--- src/hw/rtl/rounded_moving_average_defines.svh ---
// Assertion helpers used by rounded_moving_average.sv.
`ifndef ROUNDED_MOVING_AVERAGE_DEFINES_SVH
`define ROUNDED_MOVING_AVERAGE_DEFINES_SVH

// Checked at every edge once reset is released.
`define RMA_ASSERT(lbl, prop, msg) \
  lbl: assert property (@(posedge clk_i) disable iff (!rst_ni) (prop)) else $error(msg);

// Checked at every edge, reset included.
`define RMA_ASSERT_ALWAYS(lbl, prop, msg) \
  lbl: assert property (@(posedge clk_i) (prop)) else $error(msg);

`endif

--- src/hw/rtl/rma_pkg.sv ---
package rma_pkg;

  localparam int MAX_LENGTH   = 64;
  localparam int RESET_LENGTH = 16;
  localparam int SAMPLE_W     = 16;
  localparam int CFG_LEN_W    = 7;
  localparam int ADDR_W       = (MAX_LENGTH > 1) ? $clog2(MAX_LENGTH) : 1;
  localparam int LEN_W        = $clog2(MAX_LENGTH + 1);
  localparam int SUM_W        = SAMPLE_W + ADDR_W + 1;
  localparam int CNT_W        = $clog2(SUM_W + 1);

  localparam logic CFG_WINDOW_LENGTH = 1'b0;
  localparam logic CFG_INITIAL_VALUE = 1'b1;

  typedef enum logic [1:0] {
    ST_IDLE,
    ST_UPDATE,
    ST_DIV,
    ST_DONE
  } rma_state_e;

  typedef struct packed {
    logic             start;
    logic [SUM_W-1:0] dividend;
    logic [LEN_W-1:0] divisor;
  } rma_div_req_t;

endpackage

--- src/hw/rtl/rounded_moving_average.sv ---
// Channel   Direction  Signals
// sample    in         sample_valid_i, sample_ready_o, sample_i
// average   out        average_valid_o, average_ready_i, average_o
// cfg       in         cfg_valid_i, cfg_ready_o, cfg_index_i, cfg_data_i
//
// Each sample goes through these steps in order: read the history memory, update
// the sum, SUM_W divider steps, see the divider finish and load the output register.
// Reset clears the window at once through per-slot valid bits; no sweep.
// One sample is in flight at a time; a full output register stalls it until taken.
// Config words are taken while no sample is in flight.
`include "rounded_moving_average_defines.svh"

module rounded_moving_average (
  input  logic                           clk_i,
  input  logic                           rst_ni,
  input  logic                           sample_valid_i,
  output logic                           sample_ready_o,
  input  logic signed [15:0]             sample_i,
  output logic                           average_valid_o,
  input  logic                           average_ready_i,
  output logic signed [15:0]             average_o,
  input  logic                           cfg_valid_i,
  output logic                           cfg_ready_o,
  input  logic                           cfg_index_i,
  input  logic [15:0]                    cfg_data_i
);

  localparam int SW = rma_pkg::SAMPLE_W;
  localparam int AW = rma_pkg::ADDR_W;
  localparam int LW = rma_pkg::LEN_W;
  localparam int UW = rma_pkg::SUM_W;
  localparam int CFG_LEN_W_T = rma_pkg::CFG_LEN_W;

  rma_pkg::rma_state_e state_q, state_d;

  logic signed [SW-1:0] hist_mem [rma_pkg::MAX_LENGTH];
  logic signed [SW-1:0] rd_data_q;
  logic [rma_pkg::MAX_LENGTH-1:0] slot_valid_q, slot_valid_d;

  logic [LW-1:0]        len_q, len_d;
  logic [AW-1:0]        pos_q, pos_d;
  logic signed [UW-1:0] sum_q, sum_d;
  logic signed [SW-1:0] fill_q, fill_d;
  logic signed [SW-1:0] mean_q, mean_d;
  logic signed [SW-1:0] sample_q;
  logic                 neg_q;
  logic signed [SW-1:0] avg_q;
  logic                 out_valid_q, out_valid_d;

  logic                 in_acc, cfg_acc, out_free;
  logic                 mem_re, mem_we, load_out;
  logic [CFG_LEN_W_T-1:0] len_raw;
  logic [LW-1:0]        len_clamp;
  logic signed [SW-1:0] old_val;
  logic signed [UW-1:0] new_sum, new_mag, refill_sum, refill_val, refill_len;
  logic [UW-1:0]        half;
  logic signed [SW-1:0] quo_signed;

  rma_pkg::rma_div_req_t div_req;
  logic                  div_busy, div_done;
  logic [UW-1:0]         div_quo;

  rma_divider u_div (
    .clk_i      (clk_i),
    .rst_ni     (rst_ni),
    .req_i      (div_req),
    .busy_o     (div_busy),
    .done_o     (div_done),
    .quotient_o (div_quo)
  );

  assign in_acc   = sample_valid_i && sample_ready_o;
  assign cfg_acc  = cfg_valid_i && cfg_ready_o;
  assign out_free = !out_valid_q || average_ready_i;

  // next state
  always_comb begin
    state_d = state_q;
    case (state_q)
      rma_pkg::ST_IDLE:   if (in_acc) state_d = rma_pkg::ST_UPDATE;
      rma_pkg::ST_UPDATE: state_d = rma_pkg::ST_DIV;
      rma_pkg::ST_DIV:    if (div_done) state_d = rma_pkg::ST_DONE;
      rma_pkg::ST_DONE:   if (out_free) state_d = rma_pkg::ST_IDLE;
      default:            state_d = rma_pkg::ST_IDLE;
    endcase
  end

  // state outputs
  always_comb begin
    sample_ready_o = 1'b0;
    cfg_ready_o    = 1'b0;
    mem_re         = 1'b0;
    mem_we         = 1'b0;
    load_out       = 1'b0;
    case (state_q)
      rma_pkg::ST_IDLE: begin
        sample_ready_o = 1'b1;
        cfg_ready_o    = 1'b1;
        mem_re         = in_acc;
      end
      rma_pkg::ST_UPDATE: mem_we = 1'b1;
      rma_pkg::ST_DIV:    ;
      rma_pkg::ST_DONE:   load_out = out_free;
      default:            ;
    endcase
  end

  // an unwritten slot reads as the last fill value
  assign old_val = slot_valid_q[pos_q] ? rd_data_q : fill_q;
  assign new_sum = sum_q - UW'(old_val) + UW'(sample_q);
  assign new_mag = new_sum[UW-1] ? -new_sum : new_sum;
  assign half    = UW'(len_q >> 1);

  assign div_req.start    = mem_we;
  assign div_req.dividend = UW'(new_mag) + half;
  assign div_req.divisor  = len_q;

  assign quo_signed = neg_q ? -div_quo[SW-1:0] : div_quo[SW-1:0];

  // clamp the requested length to 1..MAX_LENGTH
  assign len_raw = cfg_data_i[CFG_LEN_W_T-1:0];
  always_comb begin
    if (len_raw == '0) begin
      len_clamp = LW'(1);
    end else if (int'(len_raw) > rma_pkg::MAX_LENGTH) begin
      len_clamp = LW'(rma_pkg::MAX_LENGTH);
    end else begin
      len_clamp = LW'(len_raw);
    end
  end

  always_comb begin
    if (cfg_index_i == rma_pkg::CFG_WINDOW_LENGTH) begin
      refill_val = UW'(mean_q);
      refill_len = UW'(len_clamp);
    end else begin
      refill_val = UW'($signed(cfg_data_i));
      refill_len = UW'(len_q);
    end
  end
  assign refill_sum = refill_val * refill_len;

  // register updates
  always_comb begin
    len_d        = len_q;
    pos_d        = pos_q;
    sum_d        = sum_q;
    fill_d       = fill_q;
    mean_d       = mean_q;
    slot_valid_d = slot_valid_q;
    out_valid_d  = out_valid_q;
    if (out_valid_q && average_ready_i) begin
      out_valid_d = 1'b0;
    end
    if (cfg_acc) begin
      if (cfg_index_i == rma_pkg::CFG_INITIAL_VALUE || len_clamp != len_q) begin
        len_d        = (cfg_index_i == rma_pkg::CFG_WINDOW_LENGTH) ? len_clamp : len_q;
        pos_d        = '0;
        sum_d        = refill_sum;
        fill_d       = refill_val[SW-1:0];
        mean_d       = refill_val[SW-1:0];
        slot_valid_d = '0;
      end
    end
    if (mem_we) begin
      sum_d               = new_sum;
      slot_valid_d[pos_q] = 1'b1;
      // advance, wrapping at the window length
      if ({1'b0, pos_q} + 1'b1 >= (AW + 1)'(len_q)) begin
        pos_d = '0;
      end else begin
        pos_d = pos_q + 1'b1;
      end
    end
    if (load_out) begin
      mean_d      = quo_signed;
      out_valid_d = 1'b1;
    end
  end

  always_ff @(posedge clk_i or negedge rst_ni) begin
    if (!rst_ni) begin
      state_q      <= rma_pkg::ST_IDLE;
      len_q        <= LW'(rma_pkg::RESET_LENGTH);
      pos_q        <= '0;
      sum_q        <= '0;
      fill_q       <= '0;
      mean_q       <= '0;
      slot_valid_q <= '0;
      out_valid_q  <= 1'b0;
    end else begin
      state_q      <= state_d;
      len_q        <= len_d;
      pos_q        <= pos_d;
      sum_q        <= sum_d;
      fill_q       <= fill_d;
      mean_q       <= mean_d;
      slot_valid_q <= slot_valid_d;
      out_valid_q  <= out_valid_d;
    end
  end

  always_ff @(posedge clk_i) begin
    if (in_acc) begin
      sample_q <= sample_i;
    end
    if (mem_we) begin
      neg_q <= new_sum[UW-1];
    end
    if (load_out) begin
      avg_q <= quo_signed;
    end
  end

  // history memory, registered read
  always_ff @(posedge clk_i) begin
    if (mem_we) begin
      hist_mem[pos_q] <= sample_q;
    end
    if (mem_re) begin
      rd_data_q <= hist_mem[pos_q];
    end
  end

  assign average_valid_o = out_valid_q;
  assign average_o       = avg_q;

  `RMA_ASSERT(a_pos_in_window, (AW + 1)'(pos_q) < (AW + 1)'(len_q), "write slot outside window")
  `RMA_ASSERT(a_len_range, len_q != '0 && int'(len_q) <= rma_pkg::MAX_LENGTH, "length out of range")
  `RMA_ASSERT(a_out_from_done, $rose(out_valid_q) |-> $past(state_q == rma_pkg::ST_DONE), "average loaded outside done")
  `RMA_ASSERT(a_div_running, state_q == rma_pkg::ST_DIV |-> div_busy || div_done, "divider idle while waited on")

endmodule

--- src/hw/rtl/rma_divider.sv ---
module rma_divider (
  input  logic                       clk_i,
  input  logic                       rst_ni,
  input  rma_pkg::rma_div_req_t      req_i,
  output logic                       busy_o,
  output logic                       done_o,
  output logic [rma_pkg::SUM_W-1:0]  quotient_o
);

  logic                       busy_q, busy_d;
  logic                       done_q, done_d;
  logic [rma_pkg::CNT_W-1:0]  cnt_q, cnt_d;
  logic [rma_pkg::SUM_W-1:0]  quo_q, quo_d;
  logic [rma_pkg::LEN_W-1:0]  rem_q, rem_d;
  logic [rma_pkg::LEN_W-1:0]  div_q, div_d;
  logic [rma_pkg::LEN_W:0]    rem_sh;
  logic                       ge;

  // one restoring step: shift in the next dividend bit, subtract if it fits
  assign rem_sh = {rem_q, quo_q[rma_pkg::SUM_W-1]};
  assign ge     = rem_sh >= {1'b0, div_q};

  always_comb begin
    busy_d = busy_q;
    done_d = 1'b0;
    cnt_d  = cnt_q;
    quo_d  = quo_q;
    rem_d  = rem_q;
    div_d  = div_q;
    if (req_i.start) begin
      busy_d = 1'b1;
      cnt_d  = rma_pkg::CNT_W'(rma_pkg::SUM_W);
      quo_d  = req_i.dividend;
      rem_d  = '0;
      div_d  = req_i.divisor;
    end else if (busy_q) begin
      rem_d = ge ? rma_pkg::LEN_W'(rem_sh - {1'b0, div_q}) : rem_sh[rma_pkg::LEN_W-1:0];
      quo_d = {quo_q[rma_pkg::SUM_W-2:0], ge};
      cnt_d = cnt_q - 1'b1;
      if (cnt_q == rma_pkg::CNT_W'(1)) begin
        busy_d = 1'b0;
        done_d = 1'b1;
      end
    end
  end

  always_ff @(posedge clk_i or negedge rst_ni) begin
    if (!rst_ni) begin
      busy_q <= 1'b0;
      done_q <= 1'b0;
      cnt_q  <= '0;
    end else begin
      busy_q <= busy_d;
      done_q <= done_d;
      cnt_q  <= cnt_d;
    end
  end

  always_ff @(posedge clk_i) begin
    quo_q <= quo_d;
    rem_q <= rem_d;
    div_q <= div_d;
  end

  assign busy_o     = busy_q;
  assign done_o     = done_q;
  assign quotient_o = quo_q;

endmodule

--- config.mk ---
export PLATFORM = sky130hd
export DESIGN_NAME = rounded_moving_average
export DESIGN_NICKNAME = d
export VERILOG_FILES = /design/src/hw/rtl/rma_pkg.sv /design/src/hw/rtl/rounded_moving_average.sv /design/src/hw/rtl/rma_divider.sv
export VERILOG_INCLUDE_DIRS = /design/src /design/src/hw/rtl
export SDC_FILE = /design/constraint.sdc
export NUM_CORES = 2
export LEC_CHECK = 0
export BUFFER_PORTS_ARGS = -buffer_cell sky130_fd_sc_hd__buf_2
export CAP_MARGIN = 20
export CORE_UTILIZATION = 63
export DETAILED_ROUTE_END_ITERATION = 6
export PLACE_DENSITY = 0.76
export SYNTH_ARGS = -nofsm -noshare
export SYNTH_HDL_FRONTEND = slang
export SYNTH_SLANG_ARGS = --single-unit
export TNS_END_PERCENT = 10
--- constraint.sdc ---
create_clock -name clk_i -period 10.5 [get_ports clk_i]
set_clock_uncertainty 0.2 [all_clocks]
set_input_delay 1.575 -clock clk_i [delete_from_list [all_inputs] [get_ports clk_i]]
set_output_delay 1.575 -clock clk_i [all_outputs]
set_load 0.005 [all_outputs]
Word level (Yosys, flattened, before mapping)
Memories as Yosys holds them, arrays and structs flattened. A register that Yosys moved wholly into a read port is not among the register bits.
Cells that the tools add are included.

storage, ports and cells
  bits in registers = 212
  bits in writable memories = 1024
  output and inout bits = 19
  logic and storage cells = 110
  memories = 1

operators by class
  add/sub/neg operators = 9
  $mul = 1
  order comparisons = 5
  eq/ne operators = 8
  mux-type cells = 47
  bitwise gates (word level) = 2
  reduce and logical (&&, ||, !) cells = 20

memories
  memory    depth  bits a word  rd ports  clocked after Yosys merged registers in  wr ports  RTL line                      source
  hist_mem  64     16           1         1                                        1         rounded_moving_average.sv:36  logic signed [SW-1:0] hist_mem [rma_pkg::MAX_LENGTH];

operators with widths
  cell                 number
  $mux 64              3
  $mux 23              7
  $mux 16              5
  $or 64x64->64        1
  $mux 7               4
  $mux 6               4
  $add 23x16->23       1
  $add 23x6->23        1
  $mul 23x23->23       1
  $neg 23->23          1
  $sub 23x16->23       1
  $mux 1               16
  $neg 16->16          1
  $reduce_bool 2->1    6
  $mux 5               2
  $ge 8x7->1           1
  $pmux 2 s4           1
  $add 6x1->7 const B  1
  $ge 7x7->1           1
  $gt 7x7->1 const B   1
  $logic_not 7->1      1
  $lt 6x7->1 const B   1
  $ne 7x7->1           1
  $sub 7x7->7          1
  other kinds (18)     29

Longest topological paths before layout
  depth after elaboration = 9
  mapped depth = 38

Hierarchy
Synthesis repeated with hierarchy kept, for this count alone.

unflattened totals
  cell total of the unflattened synthesis = 3848
  area, all modules = 55540.8 um^2

by module, submodules not included
  module                  instances  cells an instance  area each (um^2)  seq. area each (um^2)
  rounded_moving_average  1          3658               53197.3           35600.4
  rma_divider             1          190                2343.5            1216.2

Least setup slack after synthesis
OpenSTA, ideal clock, no wires.

  path kind = flip-flop to flip-flop
  from = reg pos_q[0]
  to = reg u_div.quo_q, in the netlist u_div.quotient_o[20] (data pin)
  library setup time = 0.261 ns
  data arrival time = 7.814 ns
  data required time = 10.039 ns
  setup slack = 2.226 ns
  stages on the path, launching flop included = 36
  buffers on the path = 4
  period minus slack after synthesis = 8.274 ns
  path through = dfrtp_1 buf_6 mux2_1 a32oi_1 o221ai_1 a221oi_2 nand3_1 clkbuf_1 mux2i_1 fa_1 inv_1 fa_1 nand2b_1 a21oi_1 o21a_1 a21o_1 a21boi_0 o31a_1 nor3_2 or2_1 buf_6 clkbuf_1 nor2_1 xnor2_1 ha_1 a21oi_1 nor2_1 nor2_1 nor2b_1 o21ai_0 nand2b_1 nand4_1 mux2_4 or3_1 or3_1 a221o_1

on the way
  longest elaborated chain between the ends = 9

RTL lines
  item                              RTL line                       source
  start, declared                   rounded_moving_average.sv:41   logic [AW-1:0] pos_q, pos_d;
  start signal, assigned            rounded_moving_average.sv:194  pos_q <= pos_d;
  $bmux 1 s6 (*)                    rounded_moving_average.sv:109  assign old_val = slot_valid_q[pos_q] ? rd_data_q : fill_q;
  $mux 1 (implied by the code) (*)  rounded_moving_average.sv:109
  $mux 16 (*)                       rounded_moving_average.sv:109
  $sub 23x16->23 (*)                rounded_moving_average.sv:110  assign new_sum = sum_q - UW'(old_val) + UW'(sample_q);
  $add 23x16->23 (*)                rounded_moving_average.sv:110
  $neg 23->23                       rounded_moving_average.sv:111  assign new_mag = new_sum[UW-1] ? -new_sum : new_sum;
  $mux 23 (*)                       rounded_moving_average.sv:111
  $add 23x6->23 (*)                 rounded_moving_average.sv:115  assign div_req.dividend = UW'(new_mag) + half;
  $mux 23 (*)                       rma_divider.sv:30              if (req_i.start) begin
  net u_div.quo_d, one bit          rma_divider.sv:13              logic [rma_pkg::SUM_W-1:0] quo_q, quo_d;
  end signal, assigned              rma_divider.sv:60              quo_q <= quo_d;
  end, declared                     rma_divider.sv:13

The timed path passes the listed nets; every way through them passes the cells marked *. The select of a mux whose other input is x is not followed.
A chain may end at the register's enable or synchronous reset.

Worst setup path in the final report
  from = reg pos_q[2]
  to = reg u_div.quo_q, in the netlist u_div.quotient_o[11] (data pin)

Same word-level chain as after synthesis.

==> impl_metrics.toml <==
[run_status]
status = "complete, but fails checks"
violations = "design-rule violations"

[worst_setup_path]
critPathCaptureType = "flip-flop"
reg2reg_setup_slack_ps = 810
reg2reg_from = "pos_q[2]"
r2r.worst_path.cells = 35
slowest_stage = "dfrtp_1"
crit_start = "pos_q[2]"
crit_path_start_kind = "flip-flop"
reg2reg_to = "u_div.quotient_o[11]"
cp_common_cell = "a21oi_1"
crit_fanout = 25
cp.arrival_ps = 9970
worstPathRequired_ps = 10780
crit_type = "flip-flop to flip-flop"
slowest_delay_ps = 740

[global_route]
grt_pass1_vias = 33400
grt-ovfl-total = 0
grt_max_degree = 128
grt_usage_pct = 34.4
grt_pass1_wl_um = 218000
antenna_found_initial = 3

[floorplan]
die_h_um = 296
die-area_sq_mm = 0.0877
rows = 107
die_w_um = 296
initial_core_util_pct = 63.8
coreArea_sq_mm = 0.0854
ioPinCount = 57

[clocking]
cts_tree = "done"
clock-root-buffer = "clkbuf_16"
clockBufferDepth = 3
post_cts_buffers = 0
clock_sinks = 1252
htreeDepth = 3
postCtsHoldBufs = 0
clk_pin_slew_worst_paths_ps = 60
cts.repair.resized = 0
cts_buffers = 117
clk_latency_ps = 730

[route]
drt_first_pass_iters = 7
routed_wl_um = 149000
vias_per_cell = 6.78
drc = 1
num_vias = 34700
wl_per_cell_um = 29.2
drtAntennaViolNets = 0
first_iter_violations = 4615

[logic_synthesis]
synth.area.top_cells = "edfxtp_1, dfrtp_1, a22oi_1, fa_1, ha_1"
yosysTopAreaCell = "edfxtp_1"
synth-async-reset-ratio_pct = 11.3
yosysMostFrequentCell = "edfxtp_1"
yosys-top-cells-count = "edfxtp_1, a22oi_1, nor2_1"
synth.avg_cell_area_sq_um = 14.4
synth_top_area_share_pct = 60.7
ys_warn_count = 0
ys_seq_elements = 1252
ys_seq_area_share_pct = 67.5
synth_cells = 3779
synth-edff-count = 1103
syn_area_sq_mm = 0.0545
synth_ff_type = "edfxtp_1"
ys_types = 94
synth_nets = 4023

[timing]
slew_headroom_pct = 22.2
hold_viol_final = 0
slew_violations = 0
rsz0062_at_grt = "false"
min_period_ps = 9690
tightest_slew_ps = 1170
fin_crit_sh_pct = 92.2
tns_ps = 0
max_freq_ghz = 0.103
setup_viol = 0

[min_path]
holdCritPathClass = "flip-flop to flip-flop"
worstHoldEndpoint = "slot_valid_q[5]"
hp-start = "slot_valid_q[5]"
min_path_cells = 1

[final_layout]
final_nets = 4112
num-fill-cells = 5603
area_growth_pct = 10.7
drive_gt1_share_pct = 11.5

[place]
gp_congestion = 0.965
dp_hpwl_um = 91000
port_buffers = 56

[run]
max-cap-violations = 0
how the worst max path moves through the flow:
stage | to | slack [ps] | cells after the start
floorplan | u_div.quotient_o[20] | 2230 | 35
global placement | u_div.quotient_o[11] | 960 | 35
detailed placement | u_div.quotient_o[11] | 670 | 35
CTS | u_div.quotient_o[11] | 630 | 35
global route | u_div.quotient_o[11] | 160 | 35
finish | u_div.quotient_o[11] | 810 | 35
flip-flops by register name, indices dropped and copies added (netlist names), 6 cells and up:
register,flops
u_div.div_q,7
u_div.quotient_o,23
hist_mem,1024
pos_q,6
fill_q,16
slot_valid_q,64
sample_q,16
average_o,16
sum_q,23
rd_data_q,16
mean_q,16
len_q,7
u_div.rem_q,7
placed cells by master, fill, tap and decap left out, drive strengths merged, types with 86 or more instances in the layout:
cell type and count:
buf 179, a221oi 86, a22oi 342, edfxtp 1103
clkbuf 149, fa 108, a21oi 141, nand2 141
dfrtp 141, o21ai 100, ha 98, inv 181
nor2 239
cell type report:
| type | instances | area (sq um) | area share, % |
|---|---|---|---|
| multi-input cells | 2144 | 16400 | 27.1 |
| flip-flops and latches | 1252 | 36800 | 61.0 |
| inverters | 174 | 656 | 1.09 |
| clock buffers | 149 | 3080 | 5.10 |
| clock inverters | 67 | 692 | 1.15 |
| repair buffers | 179 | 1340 | 2.21 |
| well taps | 1144 | 1430 | 2.37 |
| diodes | 2 | 5.00 | 0.00829 |
per-layer routing:
| metal | up-vias | wire length [um] | track usage (%) |
|---|---|---|---|
| met3 | 355 | 17000 | 7.17 |
| met5 | - | 0 | 0 |
| met4 | 0 | 7630 | 16.5 |
| met1 | 17300 | 55500 | 47.2 |
| met2 | 2221 | 69200 | 53.0 |
| li1 | 14800 | - | - |
kinds of logic after synthesis:
kind of cell    count (synthesis)  share of synthesized area [%]
flops                        1252                           67.5
compound gates               1053                           13.9
simple gates                  701                           6.30
buf+inv                       383                           2.74
fa+ha+maj                     206                           6.21
xor+xnor                      100                           1.61
mux                            84                           1.73
per-stage QoR:
stage                     std cells  hold slack, ps  utilization [%]  worst slack (ps)  cell area (sq um)
after floorplan                3779             241                -              2230              54500
after detailed placement       4886             258             66.1               669              56500
final                          5111             271             70.7               814              60400
after global placement         4882             251             66.1               960              56400
after global routing           5110             286             70.7               161              60400
after CTS                      5102             273             70.5               625              60300
worst max-delay path: cells and delay by family, from the launching register on:
family	cells	cell delay [ps]
adders and majority gates	4	1230
xor gates and xnor gates	1	150
and+or+nand+nor	9	1930
muxes	3	1070
DFF	1	740
AOI/OAI and AO/OA	14	3280
buffers and inverters	4	800
Power is not shown: default switching activity piles up to over one toggle a cycle in this logic, so the estimate is an artifact.
